===== src/sv/mch_pkg.sv =====
// ----------------------------------------------------------------------------
// mch_pkg
// Shared types and constants for the max-channel histogram block.
// ----------------------------------------------------------------------------
package mch_pkg;

  localparam int BIN_IDX_W = 8;
  localparam int NUM_BINS  = 256;
  localparam int CHAN_W    = 8;
  localparam int OUT_CNT_W = 8;

  typedef enum logic {
    FUNC_PIXEL = 1'b0,
    FUNC_READ  = 1'b1
  } mch_func_t;

  typedef struct packed {
    mch_func_t             func;
    logic [CHAN_W-1:0]     red;
    logic [CHAN_W-1:0]     green;
    logic [CHAN_W-1:0]     blue;
    logic [BIN_IDX_W-1:0]  bin_select;
  } mch_in_t;

  typedef struct packed {
    logic [BIN_IDX_W-1:0]  bin_number;
    logic [OUT_CNT_W-1:0]  bin_count;
  } mch_out_t;

  // classified command handed from front to back
  typedef struct packed {
    mch_func_t             op;
    logic [BIN_IDX_W-1:0]  bin;
  } mch_cmd_t;

  typedef enum logic {
    ST_IDLE,
    ST_UPDATE
  } mch_state_t;

endpackage


===== src/sv/mch_ram.sv =====
// ----------------------------------------------------------------------------
// mch_ram
// Generic simple dual-port RAM, one write port, one registered read port.
// ----------------------------------------------------------------------------
module mch_ram #(
  parameter int WIDTH = 8,
  parameter int DEPTH = 256
) (
  input  logic                     clk,
  input  logic                     we,
  input  logic [$clog2(DEPTH)-1:0] waddr,
  input  logic [WIDTH-1:0]         wdata,
  input  logic [$clog2(DEPTH)-1:0] raddr,
  output logic [WIDTH-1:0]         rdata
);

  logic [WIDTH-1:0] mem [DEPTH];

  always_ff @(posedge clk) begin
    if (we) begin
      mem[waddr] <= wdata;
    end
    rdata <= mem[raddr];
  end

endmodule


===== src/sv/mch_front.sv =====
// ----------------------------------------------------------------------------
// mch_front
// Accepts words, picks the bin (largest channel or selected bin) and queues
// the command for the back end.
// ----------------------------------------------------------------------------
module mch_front (
  input  logic              clk,
  input  logic              rst_n,
  input  logic              start,
  input  mch_pkg::mch_in_t  in_word,
  output logic              busy,
  output logic              cmd_valid,
  output mch_pkg::mch_cmd_t cmd,
  input  logic              pop
);
  import mch_pkg::*;

  localparam int QDEPTH = 2;
  localparam int PTR_W  = $clog2(QDEPTH);
  localparam int CNT_W  = $clog2(QDEPTH + 1);

  mch_cmd_t         q_r [QDEPTH];
  logic [PTR_W-1:0] wr_ptr_r;
  logic [PTR_W-1:0] rd_ptr_r;
  logic [CNT_W-1:0] cnt_r;
  logic             push;
  mch_cmd_t         cls;
  logic [CHAN_W-1:0] max_rg;
  logic [CHAN_W-1:0] max_rgb;

  // value channel = max of the three
  always_comb begin
    max_rg  = (in_word.green > in_word.red) ? in_word.green : in_word.red;
    max_rgb = (in_word.blue > max_rg) ? in_word.blue : max_rg;
    cls.op  = in_word.func;
    cls.bin = (in_word.func == FUNC_READ) ? in_word.bin_select : max_rgb;
  end

  assign busy      = (cnt_r == CNT_W'(QDEPTH));
  assign push      = start && !busy;
  assign cmd_valid = (cnt_r != '0);
  assign cmd       = q_r[rd_ptr_r];

  always_ff @(posedge clk) begin
    if (push) begin
      q_r[wr_ptr_r] <= cls;
    end
  end

  always_ff @(posedge clk) begin
    if (!rst_n) begin
      wr_ptr_r <= '0;
      rd_ptr_r <= '0;
      cnt_r    <= '0;
    end else begin
      if (push) begin
        wr_ptr_r <= (wr_ptr_r == PTR_W'(QDEPTH - 1)) ? '0 : wr_ptr_r + 1'b1;
      end
      if (pop) begin
        rd_ptr_r <= (rd_ptr_r == PTR_W'(QDEPTH - 1)) ? '0 : rd_ptr_r + 1'b1;
      end
      if (push && !pop) begin
        cnt_r <= cnt_r + 1'b1;
      end else if (pop && !push) begin
        cnt_r <= cnt_r - 1'b1;
      end
    end
  end

endmodule


===== src/sv/mch_back.sv =====
// ----------------------------------------------------------------------------
// mch_back
// Read-modify-write of the bin store: increment on a pixel, report and clear
// on a read. Per-bin valid bits make unwritten bins read as zero.
// ----------------------------------------------------------------------------
module mch_back #(
  parameter int BIN_WIDTH = 8
) (
  input  logic              clk,
  input  logic              rst_n,
  input  logic              cmd_valid,
  input  mch_pkg::mch_cmd_t cmd,
  output logic              pop,
  output logic              out_valid,
  output mch_pkg::mch_out_t out_word
);
  import mch_pkg::*;

  mch_state_t           state_r, state_nxt;
  mch_cmd_t             cur_r, cur_nxt;
  logic                 hit_r, hit_nxt;
  logic [NUM_BINS-1:0]  valid_r;
  logic                 out_valid_r, out_valid_nxt;
  mch_out_t             out_word_r, out_word_nxt;

  logic                 we;
  logic [BIN_WIDTH-1:0] wdata;
  logic [BIN_WIDTH-1:0] rdata;
  logic [BIN_WIDTH-1:0] count;

  mch_ram #(
    .WIDTH (BIN_WIDTH),
    .DEPTH (NUM_BINS)
  ) u_bins (
    .clk   (clk),
    .we    (we),
    .waddr (cur_r.bin),
    .wdata (wdata),
    .raddr (cmd.bin),
    .rdata (rdata)
  );

  assign count = hit_r ? rdata : '0;

  always_comb begin
    state_nxt     = state_r;
    cur_nxt       = cur_r;
    hit_nxt       = hit_r;
    out_valid_nxt = 1'b0;
    out_word_nxt  = out_word_r;
    pop           = 1'b0;
    we            = 1'b0;
    wdata         = '0;
    case (state_r)
      ST_IDLE: begin
        if (cmd_valid) begin
          pop       = 1'b1;
          cur_nxt   = cmd;
          hit_nxt   = valid_r[cmd.bin];
          state_nxt = ST_UPDATE;
        end
      end
      ST_UPDATE: begin
        we        = 1'b1;
        state_nxt = ST_IDLE;
        if (cur_r.op == FUNC_READ) begin
          wdata                   = '0;
          out_valid_nxt           = 1'b1;
          out_word_nxt.bin_number = cur_r.bin;
          out_word_nxt.bin_count  = count[OUT_CNT_W-1:0];
        end else begin
          wdata = count + 1'b1;
        end
      end
      default: begin
        state_nxt = ST_IDLE;
      end
    endcase
  end

  always_ff @(posedge clk) begin
    if (!rst_n) begin
      state_r     <= ST_IDLE;
      out_valid_r <= 1'b0;
      valid_r     <= '0;
    end else begin
      state_r     <= state_nxt;
      out_valid_r <= out_valid_nxt;
      if (we) begin
        valid_r[cur_r.bin] <= 1'b1;
      end
    end
  end

  always_ff @(posedge clk) begin
    cur_r      <= cur_nxt;
    hit_r      <= hit_nxt;
    out_word_r <= out_word_nxt;
  end

  assign out_valid = out_valid_r;
  assign out_word  = out_word_r;

endmodule


===== src/sv/max_channel_histogram_core.sv =====
// A read word goes through the command queue, bin RAM read and output register
// to out_word with out_valid. Each command ends its read-then-write pass over
// the bin RAM before the next pops; busy is high when the 2-word queue fills.
// Reset: synchronous, active low; bin valid bits clear at once, so all bins
// read as zero right after reset with no clearing pass. Results cannot stall.
// ----------------------------------------------------------------------------
// max_channel_histogram_core
// 256-bin histogram of each pixel's largest channel, with read-and-clear.
// ----------------------------------------------------------------------------
module max_channel_histogram_core #(
  parameter int BIN_WIDTH = 8
) (
  input  logic              clk,
  input  logic              rst_n,
  input  logic              start,
  output logic              busy,
  input  mch_pkg::mch_in_t  in_word,
  output logic              out_valid,
  output mch_pkg::mch_out_t out_word
);
  import mch_pkg::*;

  mch_cmd_t cmd;
  logic     cmd_valid;
  logic     pop;

  mch_front u_front (
    .clk       (clk),
    .rst_n     (rst_n),
    .start     (start),
    .in_word   (in_word),
    .busy      (busy),
    .cmd_valid (cmd_valid),
    .cmd       (cmd),
    .pop       (pop)
  );

  mch_back #(
    .BIN_WIDTH (BIN_WIDTH)
  ) u_back (
    .clk       (clk),
    .rst_n     (rst_n),
    .cmd_valid (cmd_valid),
    .cmd       (cmd),
    .pop       (pop),
    .out_valid (out_valid),
    .out_word  (out_word)
  );

endmodule


===== config.mk =====
export PLATFORM = sky130hd
export DESIGN_NAME = max_channel_histogram_core
export DESIGN_NICKNAME = d
export VERILOG_FILES = /design/src/sv/mch_pkg.sv /design/src/sv/mch_ram.sv /design/src/sv/mch_front.sv /design/src/sv/mch_back.sv /design/src/sv/max_channel_histogram_core.sv
export SDC_FILE = /design/constraint.sdc
export NUM_CORES = 2
export LEC_CHECK = 0
export ABC_CLOCK_PERIOD_IN_PS = 25700
export CORE_ASPECT_RATIO = 1.2
export CORE_MARGIN = 5
export CORE_UTILIZATION = 65
export CTS_CLUSTER_DIAMETER = 50
export DETAILED_ROUTE_END_ITERATION = 8
export DONT_BUFFER_PORTS = 1
export PLACE_DENSITY = 0.81
export SYNTH_ARGS = -nofsm -noshare
export SYNTH_HDL_FRONTEND = slang
export SYNTH_HIERARCHICAL = 1
export SYNTH_SLANG_ARGS = --single-unit

===== constraint.sdc =====
create_clock -name clk -period 25.7 [get_ports clk]
set_input_delay 5.14 -clock clk [delete_from_list [all_inputs] [get_ports clk]]
set_output_delay 5.14 -clock clk [all_outputs]
set_load 0.01 [all_outputs]

**Word level (Yosys, flattened, before mapping)**

Memories as Yosys holds them, arrays and structs flattened. A register that Yosys moved wholly into a read port is not among the register bits.
Index checks and enable logic that the tools add are counted.

- Memories kept: 2
- Bits in registers: 288
- Bits in writable memories: 2066
- Output and inout port bits: 18
- Logic and storage cells: 63
- Input port bits: 36

- Eq/ne operators: 1
- Reduce and logical (&&, ||, !) cells: 12
- Add/sub/neg operators: 5
- Magnitude comparators: 5
- Muxes and demuxes: 25
- Bitwise logic cells: 2

Memories:

| name | depth | width | read ports | clocked after memory_dff | wr ports | RTL line | source |
|---|---|---|---|---|---|---|---|
| u_back.u_bins.mem | 256 | 8 | 1 | 1 | 1 | mch_ram.sv:17 | `logic [WIDTH-1:0] mem [DEPTH];` |
| u_front.q_r | 2 | 9 | 1 | 1 | 1 | mch_front.sv:22 | `mch_cmd_t q_r [QDEPTH];` |

Operators by type and width:

| cell | count |
|---|---|
| $or A256 B256 Y256 | 1 |
| $mux W8 | 6 |
| $lt A8 B9 Y1 const B | 2 |
| $gt A8 B8 Y1 | 2 |
| $mux W1 | 14 |
| $add A8 B1 Y8 const B | 1 |
| $bmux W1 S8 | 1 |
| $demux W1 S8 | 1 |
| $ge A8 B1 Y1 const B | 1 |
| $reduce_and A2 Y1 | 3 |
| $logic_and A1 B1 Y1 | 4 |
| $mux W2 | 2 |
| $reduce_bool A2 Y1 | 2 |
| $logic_not A1 Y1 | 3 |
| $add A1 B1 Y1 const B | 2 |
| $add A2 B1 Y2 const B | 1 |
| $eq A2 B2 Y1 const B | 1 |
| $pmux W1 S2 | 1 |
| $sub A2 B1 Y2 const B | 1 |
| $not A1 Y1 | 1 |

**Logic depth before layout (Yosys ltp)**

- Depth in word-level cells: 7
- Mapped depth: 15
- Depth with buffers taken out: 14

**Cells and area by module**

The synthesis kept the hierarchy.

Modules (own cells, without submodules):

| module | times used | area each (um^2) | cells an instance |
|---|---|---|---|
| mch_ram | 1 | 79556.3 | 3733 |
| mch_back | 1 | 12080.3 | 1231 |
| mch_front | 1 | 1590.3 | 140 |

**Worst setup path after synthesis**

OpenSTA, ideal clock, no wires.

- Path type: flip-flop to flip-flop
- Start: reg u_back.hit_r
- End: mem u_back.u_bins.mem[0][6] (data pin)
- Path buffers: 0
- Slack: 17.308 ns
- Setup time: 1.396 ns
- Data required time: 24.304 ns
- Period minus slack after synthesis: 8.392 ns
- Data arrival time: 6.996 ns
- Cell stages (with the launch flop): 7
- Path through: edfxtp_1 > and2_1 > ha_1 > nand2_1 > nor2_1 > xnor2_1 > nor2_1

- Word-level cells in the longest chain between the ends: 4

Ends and longest elaborated chain:

| what | RTL line | source |
|---|---|---|
| from (decl) | mch_back.sv:21 | `logic hit_r, hit_nxt;` |
| from (signal assigned) | mch_back.sv:97 | `hit_r <= hit_nxt;` |
| $mux W8 | mch_back.sv:43 | `assign count = hit_r ? rdata : '0;` |
| via u_back.count[0] | mch_back.sv:29 | `logic [BIN_WIDTH-1:0] count;` |
| $add A8 B1 Y8 | mch_back.sv:72 | `wdata = count + 1'b1;` |
| $mux W8 | mch_back.sv:66 | `if (cur_r.op == FUNC_READ) begin` |
| $mux W8 | mch_back.sv:54 | `case (state_r)` |
| via u_back.wdata[6] | mch_back.sv:27 | `logic [BIN_WIDTH-1:0] wdata;` |
| to (decl) | mch_ram.sv:17 |  |

The timed path passes the listed nets, and every way through them passes these cells.

==> impl_metrics.env <==
export IMPL_status="finished, violations left"
export IMPL_violations="max-capacitance violations, max-slew violations"
export IMPL_synth_top_cell_by_area="edfxtp_1"
export IMPL_fin_ws_ns=17.23
export IMPL_critPathMaxStageDelay_ns=0.91
export IMPL_ir_worst_vdd_mv=0.0848
export IMPL_crit_path_top_delay_cell="buf_4"
export IMPL_initial_utilization=0.653
export IMPL_die_w_um=356
export IMPL_cp_start_kind="register"
export IMPL_path_max_fanout=82
export IMPL_cp_cell_sequence="mux2_8, buf_4, buf_4, buf_4, buf_4, buf_4, buf_4, mux4_2, a211oi_1, nor2_1, nor4_1, nor4_2"
export IMPL_vias_per_cell=7.04
export IMPL_clkTransAtPathRegs_ns=0.06
export IMPL_setup_violations=0
export IMPL_core_area_sq_mm=0.143
export IMPL_cts_tree="done"
export IMPL_clkLatencyLatePin_ns=0.88
export IMPL_syn_nets=5158
export IMPL_hold_viol=0
export IMPL_synth_area_leaders="edfxtp_1 (67%), mux4_2 (11%), dfxtp_1 (5.8%)"
export IMPL_holdWs_ns=0.465
export IMPL_yosys_warnings=6
export IMPL_cp_buffers_inverters=6
export IMPL_first_pass_iters=8
export IMPL_ys_types=80
export IMPL_hold_depth=1
export IMPL_post_cts_buffers=0
export IMPL_synth_seq_cells=2363
export IMPL_drc=0
export IMPL_rr_endpoint="u_back/u_bins/rdata[0]"
export IMPL_synth_edf_count=2092
export IMPL_cp_depth=12
export IMPL_n_fill_cell=8080
export IMPL_syn_area_per_cell_sq_um=18.3
export IMPL_area_delta_synth_final_pct=9.32
export IMPL_reg2regPathDepth=12
export IMPL_htree_levels=4
export IMPL_post_cts_resized=0
export IMPL_slew_viol_final=2
export IMPL_die_y_um=425
export IMPL_cp_common_cell="buf_4"
export IMPL_first_iter_violations=7028
export IMPL_synth_top_area_share=0.674
export IMPL_netlist_area_sq_mm=0.0932
export IMPL_fmax_ghz=0.118
export IMPL_dp_hpwl_mm=135
export IMPL_placedCellCount=6801
export IMPL_worstHoldStart="u_back/valid_r[230]"
export IMPL_portBuffers=0
export IMPL_synthArstFlopShare=0
export IMPL_fin_tns_setup_ns=0
export IMPL_wl_per_cell_um=32.6
export IMPL_fin_skew_ns=0.0482
export IMPL_design_power_total_w=0.00962
export IMPL_synth_yosys_seq_area_share=0.732
export IMPL_clk_path_buf_depth=3
export IMPL_cts_hold_buf=0
export IMPL_synthCells=5104
export IMPL_end_kind="register"
export IMPL_preCtsSetupSlack_ns=17.26
export IMPL_critPathArrivalTime_ns=9.16
export IMPL_cts_sinks=2363
export IMPL_hold_path_class="reg2reg"
export IMPL_ant_nets=0
export IMPL_gp_congestion=0.873
export IMPL_synthFlopType="edfxtp_1"
export IMPL_total_leakage_power_nw=31.4
export IMPL_ff2ff_setup_slack_ns=17.23
export IMPL_power_density_mw_per_mm2=94.4
export IMPL_vias=50600
export IMPL_numCtsBuffers=213
export IMPL_cap_violations=1
export IMPL_rsz0062_at_grt="false"
export IMPL_cp_data_required_time_ns=26.40
export IMPL_cts_root_buf="clkbuf_16"
export IMPL_ioPinCount=54
export IMPL_drive_above_1_share=0.185
export IMPL_worst_pin_slew_ns=1.53
export IMPL_finalWirelength_mm=234
export IMPL_dieArea_sq_mm=0.151
export IMPL_cp_top_family="buffers and inverters"
export IMPL_grt_ovfl_total=0
export IMPL_grt_max_degree=264
export IMPL_grt_antenna_before_repair=6
export IMPL_finalCritPeriodShare=0.329
export IMPL_grt_pass1_wl_mm=343
export IMPL_maxSlewHeadroom=-0.0269
export IMPL_setup_worst_path_class="reg2reg"
export IMPL_fin_nets=5145
export IMPL_rows=152
export IMPL_grt_usage=0.312
export IMPL_fin_crit_ns=8.47
export IMPL_grt_pass1_vias=51100
export IMPL_whs_endpoint="u_back/valid_r[230]"
export IMPL_instances_no_fill=7189
kinds of logic after synthesis:
logic type / after synthesis / synth area share
flip-flops: 2363 / 0.732
multiplexers: 710 / 0.142
adder cells (fa/ha/maj): 18 / 0.00242
AO/OA/AOI/OAI: 727 / 0.0517
buffers and inverters: 368 / 0.0220
XOR/XNOR: 8 / 0.000752
AND/OR/NAND/NOR: 910 / 0.0492
stage by stage:
step / area, sq um / util
finish: 102000 / 0.714
global route: 102000 / 0.714
CTS: 102000 / 0.713
detailed placement: 94800 / 0.664
global placement: 94800 / 0.664
floorplan: 93200 / -
layout by cell type, fill, tap and decap left out, types with 11 or more instances in the layout:
master     Yosys  layout
inv_1         29      29
nor4_2         4      17
mux4_2       469     469
nor3_1        52      46
mux2i_1      212     212
dfxtp_1      271     271
nand4_1       13      13
nor4_1        41      28
a211oi_1      20      20
a21oi_1      309     309
nand2b_1      21      21
o21ai_0       21      21
nor2_1       369     358
nand3_1       47      47
a221oi_1      23      23
bufinv_16      0      25
mux2_2        15      11
o211ai_1      13      13
ha_1          18      18
clkinv_2       0      37
clkbuf_16      0     217
and2_1        21      21
o22ai_1       50      50
edfxtp_1    2092    2092
nor2b_1      252     249
o21a_1        51      51
buf_4         35     104
a22oi_1      133     133
clkbuf_1     187      31
clkinv_1       2      41
mux4_1        14      14
a22o_1        11      11
nand2_1       55      55
o221ai_1      46      46
state kept, by name, indices dropped and copies added (netlist names), 2 cells and up, named ones only:
name,flops
u_back/cur_r,9
u_back/out_word,16
u_back/u_bins/mem,2048
u_back/u_bins/rdata,8
u_back/valid_r,256
u_front/cnt_r,2
u_front/q_r,18
cells in the mapped netlist, types with 24 or more instances:
cell / instances
edfxtp_1: 2092
mux4_2: 469
nor2_1: 369
a21oi_1: 309
dfxtp_1: 271
nor2b_1: 252
mux2i_1: 212
clkbuf_1: 187
a22oi_1: 133
nand2_1: 55
nor3_1: 52
o21a_1: 51
o22ai_1: 50
nand3_1: 47
o221ai_1: 46
buf_2: 41
nor4_1: 41
buf_4: 35
inv_1: 29
buf_6: 27
buf_1: 24
layer usage:
layer	share of wire	track usage
met1	0.33	0.400
met2	0.49	0.503
met3	0.11	0.0739
met4	0.064	0.168
met5	0.00012	0
worst max-delay path by stage:
stage	startpoint	endpoint	slack, ns
global placement	in_word[25]	u_front/q_r[0][2]	17.30
CTS	register	u_back/u_bins/rdata[0]	17.11
global route	register	u_back/u_bins/rdata[0]	16.54
detailed placement	in_word[25]	u_front/q_r[1][1]	17.26
floorplan	u_back/hit_r	u_back/u_bins/mem[0][6]	17.31
finish	register	u_back/u_bins/rdata[0]	17.23
where the power goes:
part	leakage [nW]	switching, W	internal (W)
Combinational	7.40	0.00133	0.000718
Sequential	20.6	0.0000573	0.00429
Clock	3.47	0.00140	0.00182
Total	31.4	0.00279	0.00683
layout make-up:
type	count	area, sq um	share of cell area
Timing Repair Buffer	108	861	0.00845
Multi-Input combinational cell	2373	23200	0.227
Inverter	32	120	0.00118
Antenna cell	1	2.50	0.0000246
Clock buffer	255	5640	0.0554
Clock inverter	132	1470	0.0144
Sequential cell	2363	68200	0.670
Tap cell	1925	2410	0.0236
Note: power is estimated with default switching activity, not from simulation.
